File: config.mk
export PLATFORM = sky130hd
export DESIGN_NAME = modified_utf8_string_hash
export DESIGN_NICKNAME = d
export VERILOG_FILES = /design/src/rtl/mu8h_pkg.sv /design/src/rtl/mu8h_decode.sv /design/src/rtl/mu8h_fifo.sv /design/src/rtl/mu8h_accum.sv /design/src/rtl/modified_utf8_string_hash.sv
export SDC_FILE = /design/constraint.sdc
export NUM_CORES = 1
export LEC_CHECK = 0
export ABC_CLOCK_PERIOD_IN_PS = 10870
export BUFFER_PORTS_ARGS = -buffer_cell sky130_fd_sc_hd__buf_2
export CELL_PAD_IN_SITES_DETAIL_PLACEMENT = 1
export CELL_PAD_IN_SITES_GLOBAL_PLACEMENT = 1
export CORE_ASPECT_RATIO = 0.9
export CORE_MARGIN = 8
export CORE_UTILIZATION = 45
export CTS_BUF_LIST = sky130_fd_sc_hd__clkbuf_4
export CTS_CLUSTER_SIZE = 8
export DETAILED_ROUTE_END_ITERATION = 16
export PLACE_DENSITY_LB_ADDON = 0.3
export RECOVER_POWER = 50
export SETUP_SLACK_MARGIN = 0.15
export SLEW_MARGIN = 10
export SYNTH_ARGS = -nofsm -noshare
export SYNTH_HDL_FRONTEND = slang
export SYNTH_HIERARCHICAL = 1
export SYNTH_SLANG_ARGS = --single-unit
File: constraint.sdc
create_clock -name clk_i -period 10.87 [get_ports clk_i]
set_input_delay 2.174 -clock clk_i [delete_from_list [all_inputs] [get_ports clk_i]]
set_output_delay 2.174 -clock clk_i [all_outputs]
set_load 0.02 [all_outputs]
File: src/rtl/mu8h_pkg.sv
package mu8h_pkg;

  // Continuation bytes still owed by the character being decoded.
  localparam logic [1:0] PendNone = 2'd0;
  localparam logic [1:0] PendOne  = 2'd1;
  localparam logic [1:0] PendTwo  = 2'd2;

  // Decoupling queue between decoder and accumulator (depth a power of two).
  localparam int QueueDepth = 2;
  localparam int QueuePtrW  = $clog2(QueueDepth);
  localparam int QueueCntW  = QueuePtrW + 1;

  // One decoded word: either a code unit to fold, or the end of a string.
  typedef struct packed {
    logic        last;
    logic [15:0] unit;
  } unit_word_t;

endpackage

File: src/rtl/mu8h_decode.sv
module mu8h_decode (
  input  logic                 clk_i,
  input  logic                 rst_ni,
  input  logic                 byte_valid_i,
  input  logic [7:0]           byte_i,
  input  logic                 accept_i,
  output logic                 push_o,
  output mu8h_pkg::unit_word_t word_o
);
  import mu8h_pkg::*;

  logic [1:0]  pending_q, pending_d;
  logic [15:0] partial_q, partial_d;
  logic        take;

  assign take = byte_valid_i & accept_i;

  // Classify the byte against the decoder state and build the next unit.
  always_comb begin
    pending_d   = pending_q;
    partial_d   = partial_q;
    push_o      = 1'b0;
    word_o.last = 1'b0;
    word_o.unit = '0;
    unique case (pending_q)
      PendTwo: begin
        partial_d = partial_q | {4'b0, byte_i[5:0], 6'b0};
        pending_d = PendOne;
      end
      PendOne: begin
        push_o      = 1'b1;
        word_o.unit = partial_q | {10'b0, byte_i[5:0]};
        partial_d   = '0;
        pending_d   = PendNone;
      end
      default: begin
        // Character boundary: a zero byte ends the string.
        pending_d = PendNone;
        if (byte_i == 8'h00) begin
          push_o      = 1'b1;
          word_o.last = 1'b1;
          partial_d   = '0;
        end else if (!byte_i[7]) begin
          push_o      = 1'b1;
          word_o.unit = {8'b0, byte_i};
        end else if (byte_i[5]) begin
          partial_d = {byte_i[3:0], 12'b0};
          pending_d = PendTwo;
        end else begin
          partial_d = {5'b0, byte_i[4:0], 6'b0};
          pending_d = PendOne;
        end
      end
    endcase
    push_o = push_o & take;
  end

  // Decoder state advances only on an accepted byte.
  always_ff @(posedge clk_i or negedge rst_ni) begin
    if (!rst_ni) begin
      pending_q <= PendNone;
      partial_q <= '0;
    end else if (take) begin
      pending_q <= pending_d;
      partial_q <= partial_d;
    end
  end

endmodule

File: src/rtl/mu8h_fifo.sv
module mu8h_fifo (
  input  logic                 clk_i,
  input  logic                 rst_ni,
  input  logic                 push_i,
  input  mu8h_pkg::unit_word_t push_word_i,
  output logic                 not_full_o,
  input  logic                 pop_i,
  output logic                 not_empty_o,
  output mu8h_pkg::unit_word_t pop_word_o
);
  import mu8h_pkg::*;

  unit_word_t           mem_q [QueueDepth];
  logic [QueuePtrW-1:0] wr_ptr_q, rd_ptr_q;
  logic [QueueCntW-1:0] count_q;

  assign not_full_o  = (count_q != QueueCntW'(QueueDepth));
  assign not_empty_o = (count_q != '0);
  assign pop_word_o  = mem_q[rd_ptr_q];

  // Storage for queued words.
  always_ff @(posedge clk_i) begin
    if (push_i) begin
      mem_q[wr_ptr_q] <= push_word_i;
    end
  end

  // Pointers and fill count.
  always_ff @(posedge clk_i or negedge rst_ni) begin
    if (!rst_ni) begin
      wr_ptr_q <= '0;
      rd_ptr_q <= '0;
      count_q  <= '0;
    end else begin
      if (push_i) begin
        wr_ptr_q <= wr_ptr_q + 1'b1;
      end
      if (pop_i) begin
        rd_ptr_q <= rd_ptr_q + 1'b1;
      end
      if (push_i && !pop_i) begin
        count_q <= count_q + 1'b1;
      end else if (pop_i && !push_i) begin
        count_q <= count_q - 1'b1;
      end
    end
  end

endmodule

File: src/rtl/mu8h_accum.sv
module mu8h_accum (
  input  logic                 clk_i,
  input  logic                 rst_ni,
  input  logic                 word_valid_i,
  input  mu8h_pkg::unit_word_t word_i,
  output logic                 pop_o,
  output logic                 hash_valid_o,
  output logic [63:0]          hash_o,
  input  logic                 hash_ready_i
);
  import mu8h_pkg::*;

  logic [63:0] hash_q, hash_d;
  logic [63:0] hash_out_q;
  logic        out_valid_q;
  logic        slot_free;

  assign slot_free    = ~out_valid_q | hash_ready_i;
  assign pop_o        = word_valid_i & (~word_i.last | slot_free);
  assign hash_valid_o = out_valid_q;
  assign hash_o       = hash_out_q;

  // Fold one unit: hash * 37 + unit, as shifts and adds, modulo 2^64.
  always_comb begin
    hash_d = (hash_q << 5) + (hash_q << 2) + hash_q + {48'b0, word_i.unit};
  end

  // Running hash; cleared when a string ends.
  always_ff @(posedge clk_i or negedge rst_ni) begin
    if (!rst_ni) begin
      hash_q <= '0;
    end else if (pop_o) begin
      hash_q <= word_i.last ? 64'd0 : hash_d;
    end
  end

  // Output register holding a finished hash until it is taken.
  always_ff @(posedge clk_i or negedge rst_ni) begin
    if (!rst_ni) begin
      out_valid_q <= 1'b0;
    end else if (pop_o && word_i.last) begin
      out_valid_q <= 1'b1;
    end else if (hash_ready_i) begin
      out_valid_q <= 1'b0;
    end
  end

  always_ff @(posedge clk_i) begin
    if (pop_o && word_i.last) begin
      hash_out_q <= hash_q;
    end
  end

endmodule

File: src/rtl/modified_utf8_string_hash.sv
// Channel      Direction  Ports                                          Word
// data_byte    in         data_byte_i, data_byte_valid_i, _ready_o       8-bit string byte
// string_hash  out        string_hash_o, string_hash_valid_o, _ready_i   64-bit hash
//
// One byte is taken per cycle while the queue is not full; the decoder and the
// add-shift multiply by 37 are combinational. A hash is registered when its zero
// byte is popped from the queue. Reset clears the decoder, the queue and the
// running hash; no other setup. A stalled output holds the hash register; the
// two-word queue then fills and input ready drops only once it is full.
module modified_utf8_string_hash (
  input  logic        clk_i,
  input  logic        rst_ni,
  input  logic [7:0]  data_byte_i,
  input  logic        data_byte_valid_i,
  output logic        data_byte_ready_o,
  output logic [63:0] string_hash_o,
  output logic        string_hash_valid_o,
  input  logic        string_hash_ready_i
);
  import mu8h_pkg::*;

  logic       push, pop, not_full, not_empty;
  unit_word_t push_word, pop_word;

  assign data_byte_ready_o = not_full;

  // Front: byte decoding.
  mu8h_decode u_decode (
    .clk_i       (clk_i),
    .rst_ni      (rst_ni),
    .byte_valid_i(data_byte_valid_i),
    .byte_i      (data_byte_i),
    .accept_i    (not_full),
    .push_o      (push),
    .word_o      (push_word)
  );

  // Queue between front and back.
  mu8h_fifo u_fifo (
    .clk_i      (clk_i),
    .rst_ni     (rst_ni),
    .push_i     (push),
    .push_word_i(push_word),
    .not_full_o (not_full),
    .pop_i      (pop),
    .not_empty_o(not_empty),
    .pop_word_o (pop_word)
  );

  // Back: hash accumulation and output.
  mu8h_accum u_accum (
    .clk_i       (clk_i),
    .rst_ni      (rst_ni),
    .word_valid_i(not_empty),
    .word_i      (pop_word),
    .pop_o       (pop),
    .hash_valid_o(string_hash_valid_o),
    .hash_o      (string_hash_o),
    .hash_ready_i(string_hash_ready_i)
  );

endmodule
Word level (Yosys, flattened, before mapping)
Memories as Yosys holds them, arrays and structs flattened.
Index checks and enable logic that the tools add are counted.
- divide/modulo/power cells: 0
- add/sub/neg operators: 7
- muxes and demuxes: 23
- multipliers: 0
- shift-type cells: 0
- eq/ne operators: 3
- bitwise operators: 9
- magnitude comparators: 0
- reductions and logical operators: 12
- operators with widths (cell ; number):
    64-bit adder ; 2
    64-bit by 16-bit adder with 64-bit output ; 1
    16-bit two-way mux ; 4
    64-bit two-way mux ; 1
    16-bit one-hot mux with 2 select lines ; 2
    16-bit by 12-bit bitwise OR with 16-bit output ; 1
    16-bit by 6-bit bitwise OR with 16-bit output ; 1
    2-bit two-way mux ; 5
    8-bit logical NOT ; 1
    1-bit two-way mux ; 8
    7-bit two-way mux ; 1
    2-bit nonzero test ; 3
    2-bit one-hot mux with 2 select lines ; 1
    4-bit nonzero test ; 1
    1-bit AND ; 3
    1-bit logical AND ; 3
    1-bit adder, second input constant ; 2
    2-bit by 1-bit adder with 2-bit output, second input constant ; 1
    2-bit by 1-bit == test with 1-bit output, second input constant ; 1
    2-bit == test, second input constant ; 1
    1-bit logical NOT ; 2
    2-bit inequality test, second input constant ; 1
    1-bit NOT ; 2
    1-bit bitwise OR ; 2
    4 further kinds ; 4
- bits in latches: 0
- memory bits (read-only): 0
- logic and storage cells: 63
- bits in registers: 151
- memory bits (writable): 34
- memories: 1
- memories (memory ; depth ; bits a word ; read ports ; clocked after memory_dff ; write ports ; line ; RTL):
    u_fifo.mem_q ; 2 ; 17 ; 1 ; 0 ; 1 ; mu8h_fifo.sv:13 ; unit_word_t mem_q [QueueDepth];

Longest topological paths before layout
Gate-level depths: netlist (run 1).
- depth after elaboration: 8
- gate-level depth with buffers: 19

By module
The synthesis (run 1) kept the hierarchy.
- by module, submodules not included (module ; area an instance (µm²) ; sequential area each (µm²) ; cells an instance ; times used):
    mu8h_accum ; 10784.1 ; 3548.4 ; 1090 ; 1
    mu8h_fifo ; 1466.4 ; 1121.1 ; 69 ; 1
    mu8h_decode ; 668.1 ; 300.3 ; 68 ; 1

Least setup slack after synthesis (run 1)
OpenSTA, ideal clock, no wires.
- kind: input-to-reg
- from: input string_hash_ready_i
- to: register u_accum.hash_out_q[0] (netlist: u_accum/hash_o[0]), enable pin
- buffers on the path: 1
- arrival: 5.202 ns
- stages: 5
- setup time: 0.488 ns
- data required time: 10.382 ns
- setup slack: 5.180 ns
- path through: nor2b_1 -> nand2_1 -> nand2_1 -> buf_6 -> nor2_1
- longest elaborated chain between the ends: 4
- ends and longest elaborated chain (what ; line ; RTL):
    start: declaration ; modified_utf8_string_hash.sv:18 ; input logic string_hash_ready_i
    1-bit bitwise OR ; mu8h_accum.sv:18 ; assign slot_free = ~out_valid_q | hash_ready_i;
    1-bit bitwise OR ; mu8h_accum.sv:19 ; assign pop_o = word_valid_i & (~word_i.last | slot_free);
    1-bit AND ; mu8h_accum.sv:19 ;
    1-bit logical AND ; mu8h_accum.sv:49 ; if (pop_o && word_i.last) begin
    end signal: assignment ; mu8h_accum.sv:50 ; hash_out_q <= hash_q;
    end: declaration ; mu8h_accum.sv:14 ; logic [63:0] hash_out_q;
Every way passes these cells.
A chain may end at the register's enable or synchronous reset.

==> impl_metrics.yaml, run 1 <==
run_status:
  status: "finished with violations"
  violations: "max-capacitance violations, max-slew violations"
sta:
  hold_violations: 0
  finalCriticalPeriod_ns: 5.51
  worstMarginPinSlew_ns: 2.46
  finalCritPeriodShare_pct: 50.6
  finalSetupViolCount: 0
  finalSetupTns_ns: 0
  drv_slew: 84
  grt_setup_unrepaired: "false"
  slew_headroom_pct: -63.8
  whs_ns: 0.463
  fin_worst_skew_ns: 0.0364
  layout_setup_ws_ns: 5.36
  fmax_ghz: 0.182
clock_tree:
  tritoncts: "done"
  clk_pin_slew_ns: 0.16
  clk_path_buf_depth: 2
  hold_buffers: 0
  htree_num_levels: 4
  numClockSinks: 179
  cts_buffers: 17
  post_cts_resize_count: 0
  cts_setup_buffers: 0
  cts.root.buffer_cell: "clkbuf_4"
  clock_latency_ns: 0.61
floorplan:
  ios: 78
  start_util_pct: 45.2
  num_rows: 59
  die_x_um: 195
  design.die.area_um2: 34400
  die_h_um: 177
  core-area_um2: 28600
global_route:
  grt_overflow: 0
  grt.total_usage_pct: 19.2
  grt_pass1_vias: 9902
  grt_max_degree: 51
  grt_pass1_wl_mm: 53.5
  antenna_found_initial: 1
logic_synthesis:
  async_flop_share_pct: 45.3
  synth_commonest_cells: "inv_1 (181), ha_1 (117), edfxtp_1 (98)"
  synthFlopType: "edfxtp_1"
  synth_compound_area_share_pct: 15.9
  synth_cells: 1227
  syn_avg_cell_area_um2: 10.5
  synth.distinct_cells: 78
  ys_warn_count: 6
  yosys-top-cells-area: "edfxtp_1 (23%), dfrtp_1 (16%), ha_1 (11%)"
  muxShareOfSynthArea_pct: 1.90
  synth-xor-area-share_pct: 4.27
  ys_seq_elements: 179
  synth-simple-area-share_pct: 9.24
  yosysMostFrequentCell: "inv_1"
  netlist.area_leader.share_pct: 22.8
  syn_area_um2: 12900
  seq_area_frac_synth_pct: 38.5
  synthesis.nets: 1429
  yosysTopAreaCell: "edfxtp_1"
  synth_top_family_by_area: "adder cells"
  synth-edff-count: 98
  yosys.area_share.adder_pct: 22.6
setup_path:
  cp_max_fo: 18
  critPathArrivalTime_ns: 5.98
  start_kind: "register"
  worstSetupPathType: "reg2reg"
  worst_ep_required_time_ns: 11.34
  r2r_cells: 16
  endpoint_kind: "register"
  r2r-end: "u_accum/hash_q[59]$_DFFE_PN0P_"
  reg2reg_setup_slack_ns: 5.36
  slowest_stage: "dfrtp_1"
  worstReg2RegStart: "u_fifo/rd_ptr_q$_DFFE_PN0P_"
  crit_chain: "mux2_4 -> inv_1 -> fa_1 -> fa_1 -> inv_1 -> ha_1 -> a21oi_1 -> o21ai_0 -> a31o_2 -> a21oi_1 -> a21boi_1 -> a21o_1 -> a2111oi_0 -> o31ai_1 -> xnor2_1 -> o21ai_1"
  critPathBufInv: 2
  crit_family: "compound AO/OA/AOI/OAI gates"
  critical-path-max-stage-delay_ns: 0.95
drt:
  ant_nets: 0
  via_per_inst: 5.54
  drc: 0
  drt-total-wl_mm: 31.9
  drtIter0Drc: 423
  wl_per_cell_um: 19.2
  drt_first_pass_iters: 4
  vias: 9184
worst_hold_path:
  min-delay-path-class: "reg2reg"
  min_to: "u_accum/hash_o[35]$_DFFE_PP_"
  holdPathStages: 0
  min-delay-start: "u_accum/hash_q[35]$_DFFE_PN0P_"
place:
  dp_cells: 1624
  gp_congestion: 0.867
  hpwlAfterDp_mm: 24.9
  portBuffers: 77
  pre_cts_ws_ns: 5.42
layout:
  area_growth_pct: 7.00
  multiInputGateArea_um2: 6970
  drive_above_1_share_pct: 11.6
  fin_nets: 1479
  stdcell_count: 1657
  final.fill_count: 3181
  regArea_um2: 4970
job:
  drv_cap: 2
flip-flops by register name, indices dropped and copies added (netlist names):
signal	count
u_accum/hash_o	64
u_accum/hash_q	64
u_fifo/mem_q	34
u_decode/partial_q	10
u_decode/pending_q	2
u_fifo/count_q	2
u_accum/hash_valid_o	1
u_fifo/rd_ptr_q	1
u_fifo/wr_ptr_q	1
cell families (layout without fill, tap and decap cells):
logic type                 Yosys count  after routing
xor gates and xnor gates            63             63
AOI/OAI and AO/OA                  315            315
and+or+nand+nor                    228            228
buffers and inverters              233            296
DFF                                179            179
other                                0              1
adders and majority gates          190            190
muxes                               19             19
area by class of cell:
cell class | count | area share, %
Clock buffer | 17 | 0.923
Multi-Input combinational cell | 815 | 50.4
Sequential cell | 179 | 36.0
Tap cell | 366 | 3.31
Antenna cell | 1 | 0.0181
Clock inverter | 15 | 1.47
Inverter | 182 | 4.94
Timing Repair Buffer | 82 | 2.95
layout by cell type (no fill, tap or decap), drive strengths merged, types with 26 or more instances in the layout:
cell	n
xor2	26
nand4	27
buf	74
a21oi	89
a21o	46
inv	186
dfrtp	81
nand2	73
edfxtp	98
nor2	29
o22ai	42
o21ai	58
fa	73
ha	117
xnor2	37
worst max path at each step:
stage / cells after the start / slack (ns) / end / startpoint
6_report: 16 / 5.36 / u_accum/hash_q[59]$_DFFE_PN0P_ / u_fifo/rd_ptr_q$_DFFE_PN0P_
5_1_grt: 2 / 4.71 / u_accum/hash_q[7]$_DFFE_PN0P_ / rst_ni
4_1_cts: 16 / 5.42 / u_accum/hash_q[59]$_DFFE_PN0P_ / u_fifo/rd_ptr_q$_DFFE_PN0P_
3_5_place_dp: 16 / 5.42 / u_accum/hash_q[59]$_DFFE_PN0P_ / u_fifo/rd_ptr_q$_DFFE_PN0P_
3_3_place_gp: 16 / 5.64 / u_accum/hash_q[59]$_DFFE_PN0P_ / u_fifo/rd_ptr_q$_DFFE_PN0P_
2_1_floorplan: 5 / 5.18 / u_accum/hash_o[0]$_DFFE_PP_ / string_hash_ready_i
through the flow:
stage | cell area, µm² | util, %
floorplan | 12900 | -
global placement | 13500 | 47.3
detailed placement | 13500 | 47.3
CTS | 13800 | 48.5
global route | 13800 | 48.4
finish | 13800 | 48.4
metal layers:
metal  vias to the layer above  track usage [%]  part of all wire [%]
met1                      4611             26.9                    49
met5                         -                0                     0
li1                       4399                -                     -
met3                        25             3.29                   3.5
met4                         0             4.77                   1.2
met2                       149             30.8                    46
Power of run 1 is not shown: default switching activity piles up to over one toggle a cycle in this logic, so the estimate is an artifact.
==> run 2, diff against run 1 <==
Settings changed: ABC_CLOCK_PERIOD_IN_PS 10870 to 5200.
Clock period 10.87 ns to 5.2 ns, I/O delays scaled along.
==> impl_metrics.yaml, run 2 (synthesis gave the netlist of run 1 again) <==
sta:
  finalSetupTns_ns: 0
  finalCriticalPeriod_ns: 4.79
  hold_violations: 0
  fin_worst_skew_ns: 0.0425
  grt_setup_unrepaired: "false"
  worstMarginPinSlew_ns: 2.36
  drv_slew: 42
  finalSetupViolCount: 0
  finalCritPeriodShare_pct: 92.2
  fmax_ghz: 0.209
  slew_headroom_pct: -57.2
setup_path:
  reg2reg_setup_slack_ns: 0.41
  r2r_cells: 16
  worstReg2RegStart: "u_fifo/rd_ptr_q$_DFFE_PN0P_"
  r2r-end: "u_accum/hash_q[61]$_DFFE_PN0P_"
  worstSetupPathType: "reg2reg"
  start_kind: "register"
  cp_max_fo: 17
  slowest_stage: "fa_1"
  crit_chain: "buf_6 -> mux2_2 -> inv_1 -> fa_1 -> fa_1 -> inv_1 -> ha_1 -> nand4_1 -> a211oi_1 -> o22a_1 -> a31oi_2 -> o31ai_4 -> a21oi_1 -> o31ai_1 -> xnor2_1 -> o21ai_1"
  worst_ep_required_time_ns: 5.70
  endpoint_kind: "register"
  critPathArrivalTime_ns: 5.29
  critical-path-max-stage-delay_ns: 0.51
layout:
  drive_above_1_share_pct: 11.0
  area_growth_pct: 6.99
  layout_commonest_cell: "inv_1"
  fin_nets: 1485
  mostFrequentLayoutCells: "inv_1 (181), ha_1 (117), edfxtp_1 (98)"
  final_util_pct: 48.4
worst_hold_path:
  min-delay-start: "u_accum/hash_q[34]$_DFFE_PN0P_"
  min_to: "u_accum/hash_o[34]$_DFFE_PP_"
  holdPathStages: 0
  min-delay-path-class: "reg2reg"
place:
  gp_congestion: 0.847
  hpwlAfterDp_mm: 25.2
  portBuffers: 77
run_status:
  violations: "max-capacitance violations, max-slew violations"
  status: "finished with violations"
global_route:
  grt_pass1_vias: 9923
  grt.total_usage_pct: 19.3
  grt_overflow: 0
  antenna_found_initial: 1
  grt_max_degree: 50
  grt_pass1_wl_mm: 53.6
clock_tree:
  cts_buffers: 17
  cts_setup_buffers: 0
  numClockSinks: 179
  clk_pin_slew_ns: 0.17
  clock_latency_ns: 0.62
  cts.root.buffer_cell: "clkbuf_4"
  tritoncts: "done"
  post_cts_resize_count: 0
  hold_buffers: 0
  clk_path_buf_depth: 2
  htree_num_levels: 4
floorplan:
  die_h_um: 177
  die_x_um: 195
  num_rows: 59
  design.die.area_um2: 34400
  start_util_pct: 45.2
  ios: 78
  core-area_um2: 28600
drt:
  ant_nets: 0
  drc: 0
  drtIter0Drc: 384
  wl_per_cell_um: 19.3
  drt_first_pass_iters: 4
  vias: 9208
  drt-total-wl_mm: 32.1
  via_per_inst: 5.54
job:
  drv_cap: 1
==> run 2: layout make-up <==
type	count	area [µm²]
antenna	1	2.50
clock buffer	17	128
clock inverter	15	140
fill	3229	14700
inverter	182	683
multi-input combinational	815	6990
sequential	179	4970
tap	366	458
timing repair buffer	88	454
==> run 2: worst max path at each step <==
stage	to	startpoint	cells after the start
after global routing	u_accum/hash_q[60]$_DFFE_PN0P_	u_fifo/rd_ptr_q$_DFFE_PN0P_	19
after global placement	u_accum/hash_q[61]$_DFFE_PN0P_	u_fifo/rd_ptr_q$_DFFE_PN0P_	16
after CTS	u_accum/hash_q[61]$_DFFE_PN0P_	u_fifo/rd_ptr_q$_DFFE_PN0P_	16
final	u_accum/hash_q[61]$_DFFE_PN0P_	u_fifo/rd_ptr_q$_DFFE_PN0P_	16
after floorplan	u_accum/hash_o[0]$_DFFE_PP_	string_hash_ready_i	5
after detailed placement	u_accum/hash_q[61]$_DFFE_PN0P_	u_fifo/rd_ptr_q$_DFFE_PN0P_	16
==> run 2: stage by stage <==
| stage | worst slack [ns] | hold slack (ns) | instance area (µm²) | std cells |
|---|---|---|---|---|
| finish | 0.407 | 0.463 | 13800 | 1663 |
| global route | 0.185 | 0.473 | 13800 | 1663 |
| CTS | 0.312 | 0.351 | 13800 | 1662 |
| detailed placement | 0.337 | 0.432 | 13600 | 1630 |
| global placement | 0.549 | 0.430 | 13600 | 1630 |
| floorplan | 0.644 | 0.425 | 12900 | 1227 |
==> run 2: worst max-delay path: cells and delay by family, from the launching register on <==
family	cells	cell delay [ns]
xor+xnor	1	0.16
fa+ha+maj	3	1.32
mux	1	0.36
flops	1	0.42
buf+inv	3	0.35
compound gates	7	1.91
simple gates	1	0.15
==> run 2: routing by layer <==
layer	track usage, %	vias to the layer above	share of wire, %
met5	0	-	0
met4	5.31	0	1.3
met3	2.87	23	3.9
met2	30.9	176	45
met1	27.2	4602	49
li1	-	4407	-
Power of run 2 is left out for the same reason.
